[config.mk]
export PLATFORM = sky130hd
export DESIGN_NAME = rvlm_scan_store
export DESIGN_NICKNAME = d
export VERILOG_FILES = /design/src/rtl/rotation_vote_line_matcher_macros.svh /design/src/rtl/rvlm_pkg.sv /design/src/rtl/rvlm_ram.sv /design/src/rtl/rvlm_scan_store.sv
export SDC_FILE = /design/constraint.sdc
export NUM_CORES = 1
export LEC_CHECK = 0
export BUFFER_PORTS_ARGS = -buffer_cell sky130_fd_sc_hd__buf_4
export CORE_MARGIN = 2
export CORE_UTILIZATION = 40
export CTS_CLUSTER_SIZE = 12
export DETAILED_ROUTE_END_ITERATION = 8
export GPL_TIMING_DRIVEN = 0
export SYNTH_ARGS = -nofsm -noshare
export SYNTH_HDL_FRONTEND = slang
export SYNTH_SLANG_ARGS = --single-unit
[constraint.sdc]
create_clock -name clk -period 5.95 [get_ports clk]
set_clock_uncertainty 0.15 [all_clocks]
set_input_delay 1.4875 -clock clk [delete_from_list [all_inputs] [get_ports clk]]
set_output_delay 1.4875 -clock clk [all_outputs]
set_load 0.005 [all_outputs]
[src/rtl/rotation_vote_line_matcher_macros.svh]
// Assertion macros for the rotation vote line matcher.
// Used by modules that take clk and rst as their clock and reset.
`ifndef ROTATION_VOTE_LINE_MATCHER_MACROS_SVH
`define ROTATION_VOTE_LINE_MATCHER_MACROS_SVH

// Same-cycle implication, quiet during reset
`define RVLM_ASSERT_NOW(lbl, ante, cons) \
  lbl: assert property (@(posedge clk) disable iff (rst) (ante) |-> (cons)) \
    else $error("rvlm assertion failed");

// Next-cycle implication, quiet during reset
`define RVLM_ASSERT_NEXT(lbl, ante, cons) \
  lbl: assert property (@(posedge clk) disable iff (rst) (ante) |=> (cons)) \
    else $error("rvlm assertion failed");

`endif

[src/rtl/rvlm_pkg.sv]
// Shared types, constants and weight tables for the rotation vote line matcher.
// No dependencies.
`default_nettype none
package rvlm_pkg;

  localparam int ANGLE_BINS    = 360;
  localparam int DEF_MAX_LINES = 32;
  localparam int DEF_WEIGHT_BITS = 16;
  localparam int HIST_W        = 26;
  localparam int ROM_BITS      = 24;
  localparam int PAIR_CAP      = 32;
  localparam int VOTE_HALF     = 16;
  localparam int PRIOR_LEN     = 42;
  localparam int LINE_IDX_W    = 6;

  typedef enum logic [1:0] {
    MODE_CLEAR    = 2'd0,
    MODE_ADD_A    = 2'd1,
    MODE_ADD_B    = 2'd2,
    MODE_ESTIMATE = 2'd3
  } mode_t;

  localparam logic CFG_PRIOR_MEAN   = 1'b0;
  localparam logic CFG_MATCH_WINDOW = 1'b1;

  // Scan memory read addresses driven by the engine
  typedef struct packed {
    logic [LINE_IDX_W-1:0] a_addr;
    logic [LINE_IDX_W-1:0] b_addr;
  } scan_rd_t;

  // Round-half-up reduction of a 24-bit table value to wbits, saturated
  function automatic logic [ROM_BITS:0] reduce_weight(input logic [ROM_BITS-1:0] v,
                                                      input int wbits);
    logic [ROM_BITS:0] r;
    logic [ROM_BITS:0] lim;
    int s;
    s = ROM_BITS - wbits;
    r = {1'b0, v};
    if (s > 0) r = (r + (25'd1 << (s - 1))) >> s;
    lim = (25'd1 << wbits) - 25'd1;
    return (r > lim) ? lim : r;
  endfunction

  function automatic logic [ROM_BITS-1:0] vote_rom(input logic [4:0] d);
    case (d)
      5'd0:  return 24'd16777215;
      5'd1:  return 24'd15760735;
      5'd2:  return 24'd13066108;
      5'd3:  return 24'd9559369;
      5'd4:  return 24'd6171993;
      5'd5:  return 24'd3516695;
      5'd6:  return 24'd1768305;
      5'd7:  return 24'd784682;
      5'd8:  return 24'd307285;
      5'd9:  return 24'd106195;
      5'd10: return 24'd32388;
      5'd11: return 24'd8717;
      5'd12: return 24'd2070;
      5'd13: return 24'd434;
      5'd14: return 24'd80;
      5'd15: return 24'd13;
      5'd16: return 24'd2;
      default: return 24'd0;
    endcase
  endfunction

  function automatic logic [ROM_BITS-1:0] prior_rom(input logic [8:0] d);
    case (d)
      9'd0:  return 24'd16777215;
      9'd1:  return 24'd16610279;
      9'd2:  return 24'd16119371;
      9'd3:  return 24'd15333221;
      9'd4:  return 24'd14296599;
      9'd5:  return 24'd13066108;
      9'd6:  return 24'd11705066;
      9'd7:  return 24'd10278164;
      9'd8:  return 24'd8846498;
      9'd9:  return 24'd7463479;
      9'd10: return 24'd6171993;
      9'd11: return 24'd5002920;
      9'd12: return 24'd3974988;
      9'd13: return 24'd3095724;
      9'd14: return 24'd2363212;
      9'd15: return 24'd1768305;
      9'd16: return 24'd1296958;
      9'd17: return 24'd932414;
      9'd18: return 24'd657061;
      9'd19: return 24'd453855;
      9'd20: return 24'd307285;
      9'd21: return 24'd203930;
      9'd22: return 24'd132658;
      9'd23: return 24'd84587;
      9'd24: return 24'd52867;
      9'd25: return 24'd32388;
      9'd26: return 24'd19449;
      9'd27: return 24'd11448;
      9'd28: return 24'd6605;
      9'd29: return 24'd3735;
      9'd30: return 24'd2070;
      9'd31: return 24'd1125;
      9'd32: return 24'd599;
      9'd33: return 24'd313;
      9'd34: return 24'd160;
      9'd35: return 24'd80;
      9'd36: return 24'd39;
      9'd37: return 24'd19;
      9'd38: return 24'd9;
      9'd39: return 24'd4;
      9'd40: return 24'd2;
      9'd41: return 24'd1;
      default: return 24'd0;
    endcase
  endfunction

  // Circular distance between two bins in 0..359
  function automatic logic [8:0] circ_dist(input logic [8:0] x, input logic [8:0] y);
    logic [8:0] d;
    d = (x >= y) ? (x - y) : (y - x);
    return (d > 9'd180) ? (9'd360 - d) : d;
  endfunction

  // (b - a) mod 360 for bins in 0..359
  function automatic logic [8:0] angle_diff(input logic [8:0] b, input logic [8:0] a);
    logic [9:0] s;
    s = {1'b0, b} + 10'd360 - {1'b0, a};
    if (s >= 10'd360) s = s - 10'd360;
    return s[8:0];
  endfunction

endpackage
`default_nettype wire

[src/rtl/rvlm_ram.sv]
// Generic single-write, single-read RAM with registered read data.
// No dependencies.
`default_nettype none
module rvlm_ram #(
  parameter int WIDTH = 9,
  parameter int DEPTH = 32,
  localparam int AW = (DEPTH > 1) ? $clog2(DEPTH) : 1
) (
  input  wire logic             clk,
  input  wire logic             we,
  input  wire logic [AW-1:0]    waddr,
  input  wire logic [WIDTH-1:0] wdata,
  input  wire logic [AW-1:0]    raddr,
  output logic      [WIDTH-1:0] rdata
);

  logic [WIDTH-1:0] mem [DEPTH];

  // Write port and registered read port
  always_ff @(posedge clk) begin
    if (we) mem[waddr] <= wdata;
    rdata <= mem[raddr];
  end

endmodule
`default_nettype wire

[src/rtl/rvlm_scan_store.sv]
// Scan A and scan B angle memories with their fill counts.
// Depends on rvlm_pkg and rvlm_ram.
`default_nettype none
module rvlm_scan_store #(
  parameter int MAX_LINES = rvlm_pkg::DEF_MAX_LINES,
  localparam int CW = $clog2(MAX_LINES + 1)
) (
  input  wire logic              clk,
  input  wire logic              rst,
  input  wire logic              clear,
  input  wire logic              load_a,
  input  wire logic              load_b,
  input  wire logic [8:0]        angle,
  input  wire rvlm_pkg::scan_rd_t rd,
  output logic      [8:0]        a_data,
  output logic      [8:0]        b_data,
  output logic      [CW-1:0]     count_a,
  output logic      [CW-1:0]     count_b
);
  import rvlm_pkg::*;

  localparam int LW = (MAX_LINES > 1) ? $clog2(MAX_LINES) : 1;

  logic [8:0] angle_mod;
  logic       we_a;
  logic       we_b;

  // Reduce the loaded angle into 0..359
  assign angle_mod = (angle >= 9'(ANGLE_BINS)) ? (angle - 9'(ANGLE_BINS)) : angle;

  // Drop loads past capacity
  assign we_a = load_a && (count_a < CW'(MAX_LINES));
  assign we_b = load_b && (count_b < CW'(MAX_LINES));

  // Advance or clear the fill counts
  always_ff @(posedge clk) begin
    if (rst || clear) begin
      count_a <= '0;
      count_b <= '0;
    end else begin
      if (we_a) count_a <= count_a + CW'(1);
      if (we_b) count_b <= count_b + CW'(1);
    end
  end

  rvlm_ram #(.WIDTH(9), .DEPTH(MAX_LINES)) u_ram_a (
    .clk   (clk),
    .we    (we_a),
    .waddr (count_a[LW-1:0]),
    .wdata (angle_mod),
    .raddr (rd.a_addr[LW-1:0]),
    .rdata (a_data)
  );

  rvlm_ram #(.WIDTH(9), .DEPTH(MAX_LINES)) u_ram_b (
    .clk   (clk),
    .we    (we_b),
    .waddr (count_b[LW-1:0]),
    .wdata (angle_mod),
    .raddr (rd.b_addr[LW-1:0]),
    .rdata (b_data)
  );

endmodule
`default_nettype wire

==> results.sh <==
export IMPL_status="complete, no violations"
export IMPL_r2r_slack_ns=3.20
export IMPL_synthCells=1074
export IMPL_boundaryPins=56
export IMPL_start_util_pct=40.5
export IMPL_fin_util_pct=46.3
export IMPL_wire_per_inst_um=26.3
export IMPL_first_pass_iters=5
export IMPL_grt_pass1_wl_um=76200
export IMPL_hold_depth=2
export IMPL_wl_um=52700
export IMPL_hp_class="reg -> reg"
export IMPL_irDropWorstVdd_mv=0.203
export IMPL_tightest_slew_ns=1.08
export IMPL_endpoint_kind="flop"
export IMPL_synth_yosys_seq_area_share_pct=76.2
export IMPL_final_nets=1226
export IMPL_syn_area_per_cell_um2=21.9
export IMPL_avgViaCountPerCell=5.60
export IMPL_setup_viol=0
export IMPL_slew_viol_final=0
export IMPL_hpwl_um=33100
export IMPL_fmax_ghz=0.248
export IMPL_die_h_um=246
export IMPL_hold_start="count_a[5]$_SDFFE_PP0P_"
export IMPL_crit_fanout=65
export IMPL_crit_path_start_kind="input port"
export IMPL_worst_ep_required_time_ns=6.25
export IMPL_cts_root_buffer="clkbuf_16"
export IMPL_cts_tree="yes"
export IMPL_ys_types=38
export IMPL_slew_headroom_pct=27.7
export IMPL_period_share_pct=67.7
export IMPL_min_to="count_a[5]$_SDFFE_PP0P_"
export IMPL_synth_seq_cells=606
export IMPL_synth_fp_nets=1109
export IMPL_netlist_area_um2=23500
export IMPL_worst_path_max_delay_cell="xnor2_2"
export IMPL_yosysTopAreaCell="edfxtp_1"
export IMPL_numPortBuffers=43
export IMPL_max_cap_viol_count=0
export IMPL_netlist_area_leader_share_pct=73.7
export IMPL_max_stage_delay_ns=0.86
export IMPL_cts_buffer_depth=3
export IMPL_ys_top_cells_by_area="edfxtp_1 74%, mux4_1 11%, mux4_2 4.6%"
export IMPL_min_period_ns=4.03
export IMPL_drt_initial_drc_count=1039
export IMPL_ys_async_sr_fraction_pct=0
export IMPL_hold_buffers=0
export IMPL_grt_usage_pct=17.4
export IMPL_synth_most_common_cell="edfxtp_1"
export IMPL_cp_cell_sequence="buf_4, nor2_1, a311oi_1, nor2b_1, xnor2_2, buf_8, buf_8"
export IMPL_globalplace_congestion=0.869
export IMPL_reg2reg_from="count_a[4]$_SDFFE_PP0P_"
export IMPL_criticalPathCategory="in -> reg"
export IMPL_path_common_cell="buf_8"
export IMPL_die_w_um=246
export IMPL_placed_area_um2=25100
export IMPL_synth_common_cells="576 x edfxtp_1, 96 x mux4_1, 79 x nor2_1, 72 x o22ai_1, 48 x mux4_2"
export IMPL_clock_latency_ns=0.62
export IMPL_via_count=11200
export IMPL_n_antenna_cell=0
export IMPL_clk_pin_slew_worst_paths_ns=0.06
export IMPL_synthFlopType="edfxtp_1"
export IMPL_design_area_um2=26800
export IMPL_rows=88
export IMPL_overflow=0
export IMPL_htree_levels=2
export IMPL_synth_edff_count=576
export IMPL_grt_max_degree=66
export IMPL_ant_nets=0
export IMPL_synth_warnings=0
export IMPL_reg2reg_depth=4
export IMPL_r2r_end="u_ram_a.mem[25][2]$_DFFE_PP_"
export IMPL_core_um2=57900
export IMPL_cts_buffers=58
export IMPL_ctsResizeCount=0
export IMPL_hold_violations=0
export IMPL_finalPower_w=0.00867
export IMPL_final_layout_size_suffix_gt1_share_pct=20.0
export IMPL_die_area_um2=60700
export IMPL_p_per_area_nw_per_um2=323
export IMPL_synthToLayoutAreaGrowth_pct=14.3
export IMPL_first_global_vias=11100
export IMPL_drcViolationCount=0
export IMPL_grt_setup_unrepaired="false"
export IMPL_cp_data_arrival_time_ns=4.32
export IMPL_post_cts_buffers=0
export IMPL_power_leakage_nw=8.60
export IMPL_clock_sinks=606
export IMPL_antenna_found_initial=2
==> layout make-up <==
class                   instances  area [µm²]
plain buffers                  54         355
inverters                       6        22.5
clock buffers                 103        1720
clock inverters                 1        8.76
repair buffers                 57         551
multi-input cells             408        5320
flip-flops and latches        606       17900
fillers                      4853       31100
well taps                     765         957
==> power by group <==
part	internal, W	total (W)	switching (W)
clock	0.00194	0.00344	0.00150
combinational	0.000183	0.000476	0.000293
sequential	0.00474	0.00475	0.0000105
total	0.00686	0.00867	0.00180
==> flip-flops by register name (all words and copies together) (netlist names) <==
| register | flops |
|---|---|
| count_b | 6 |
| u_ram_a.mem | 288 |
| u_ram_b.rdata | 9 |
| u_ram_b.mem | 288 |
| count_a | 6 |
| u_ram_a.rdata | 9 |
==> worst max path at each step <==
stage          startpoint                           end  slack [ns]  cells after the start
5_1_grt          angle[0]  u_ram_b.mem[13][3]$_DFFE_PP_        1.68                      7
3_3_place_gp     angle[0]   u_ram_b.mem[0][8]$_DFFE_PP_       -3.13                      5
3_5_place_dp     angle[0]   u_ram_b.mem[1][3]$_DFFE_PP_        1.24                      7
4_1_cts          angle[0]  u_ram_b.mem[13][3]$_DFFE_PP_        1.94                      7
6_report         angle[0]  u_ram_b.mem[13][3]$_DFFE_PP_        1.92                      7
2_1_floorplan    angle[3]   u_ram_a.mem[0][8]$_DFFE_PP_        0.66                      4
==> cell usage in the layout (no fill, tap or decap), types with 4 or more instances in the layout <==
| cell | instances |
|---|---|
| nand3b_2 | 4 |
| or3b_2 | 8 |
| nand2_1 | 15 |
| o22ai_1 | 72 |
| clkbuf_8 | 4 |
| mux4_1 | 96 |
| buf_4 | 45 |
| nor4_2 | 7 |
| ha_1 | 9 |
| buf_6 | 18 |
| nor3_2 | 4 |
| clkbuf_16 | 61 |
| nor3b_1 | 4 |
| mux4_2 | 48 |
| inv_1 | 6 |
| buf_2 | 19 |
| clkbuf_1 | 49 |
| edfxtp_1 | 576 |
| clkbuf_2 | 7 |
| nor4_1 | 12 |
| dfxtp_1 | 30 |
| nor2_1 | 79 |
| xor2_1 | 5 |
| or3_1 | 4 |
| nand3b_1 | 8 |
| buf_8 | 5 |
==> cell families (layout without fill, tap and decap cells) <==
family	Yosys count	count (layout)	synth area share (%)
flops	606	606	76.2
fa+ha+maj	9	9	0.480
compound gates	79	79	2.10
xor+xnor	12	12	0.448
simple gates	163	163	3.76
buf+inv	60	221	1.61
mux	145	145	15.4
==> stage by stage <==
stage	hold WS (ns)	TNS, ns	setup slack (ns)	cells
final	0.398	0	1.92	2000
after global placement	0.366	-779.28	-3.13	1882
after detailed placement	0.374	0	1.24	1896
after CTS	0.392	0	1.94	2000
after global routing	0.424	0	1.68	2000
after floorplan	0.347	0	0.657	1074
==> worst max-delay path: cells and delay by family <==
family                    cells  cell delay [ns]
AOI/OAI and AO/OA             1             0.51
and+or+nand+nor               2             0.36
buffers and inverters         3             1.03
xor gates and xnor gates      1             0.86
==> routing by layer <==
metal	GRT usage, %	share of wire, %	vias to the layer above
met5	0	0.055	-
met4	4.82	2.3	4
met3	2.60	5.5	72
met2	27.9	48	387
met1	25.0	44	5898
li1	-	-	4829
No activity file was read; power rests on OpenSTA's default activity.
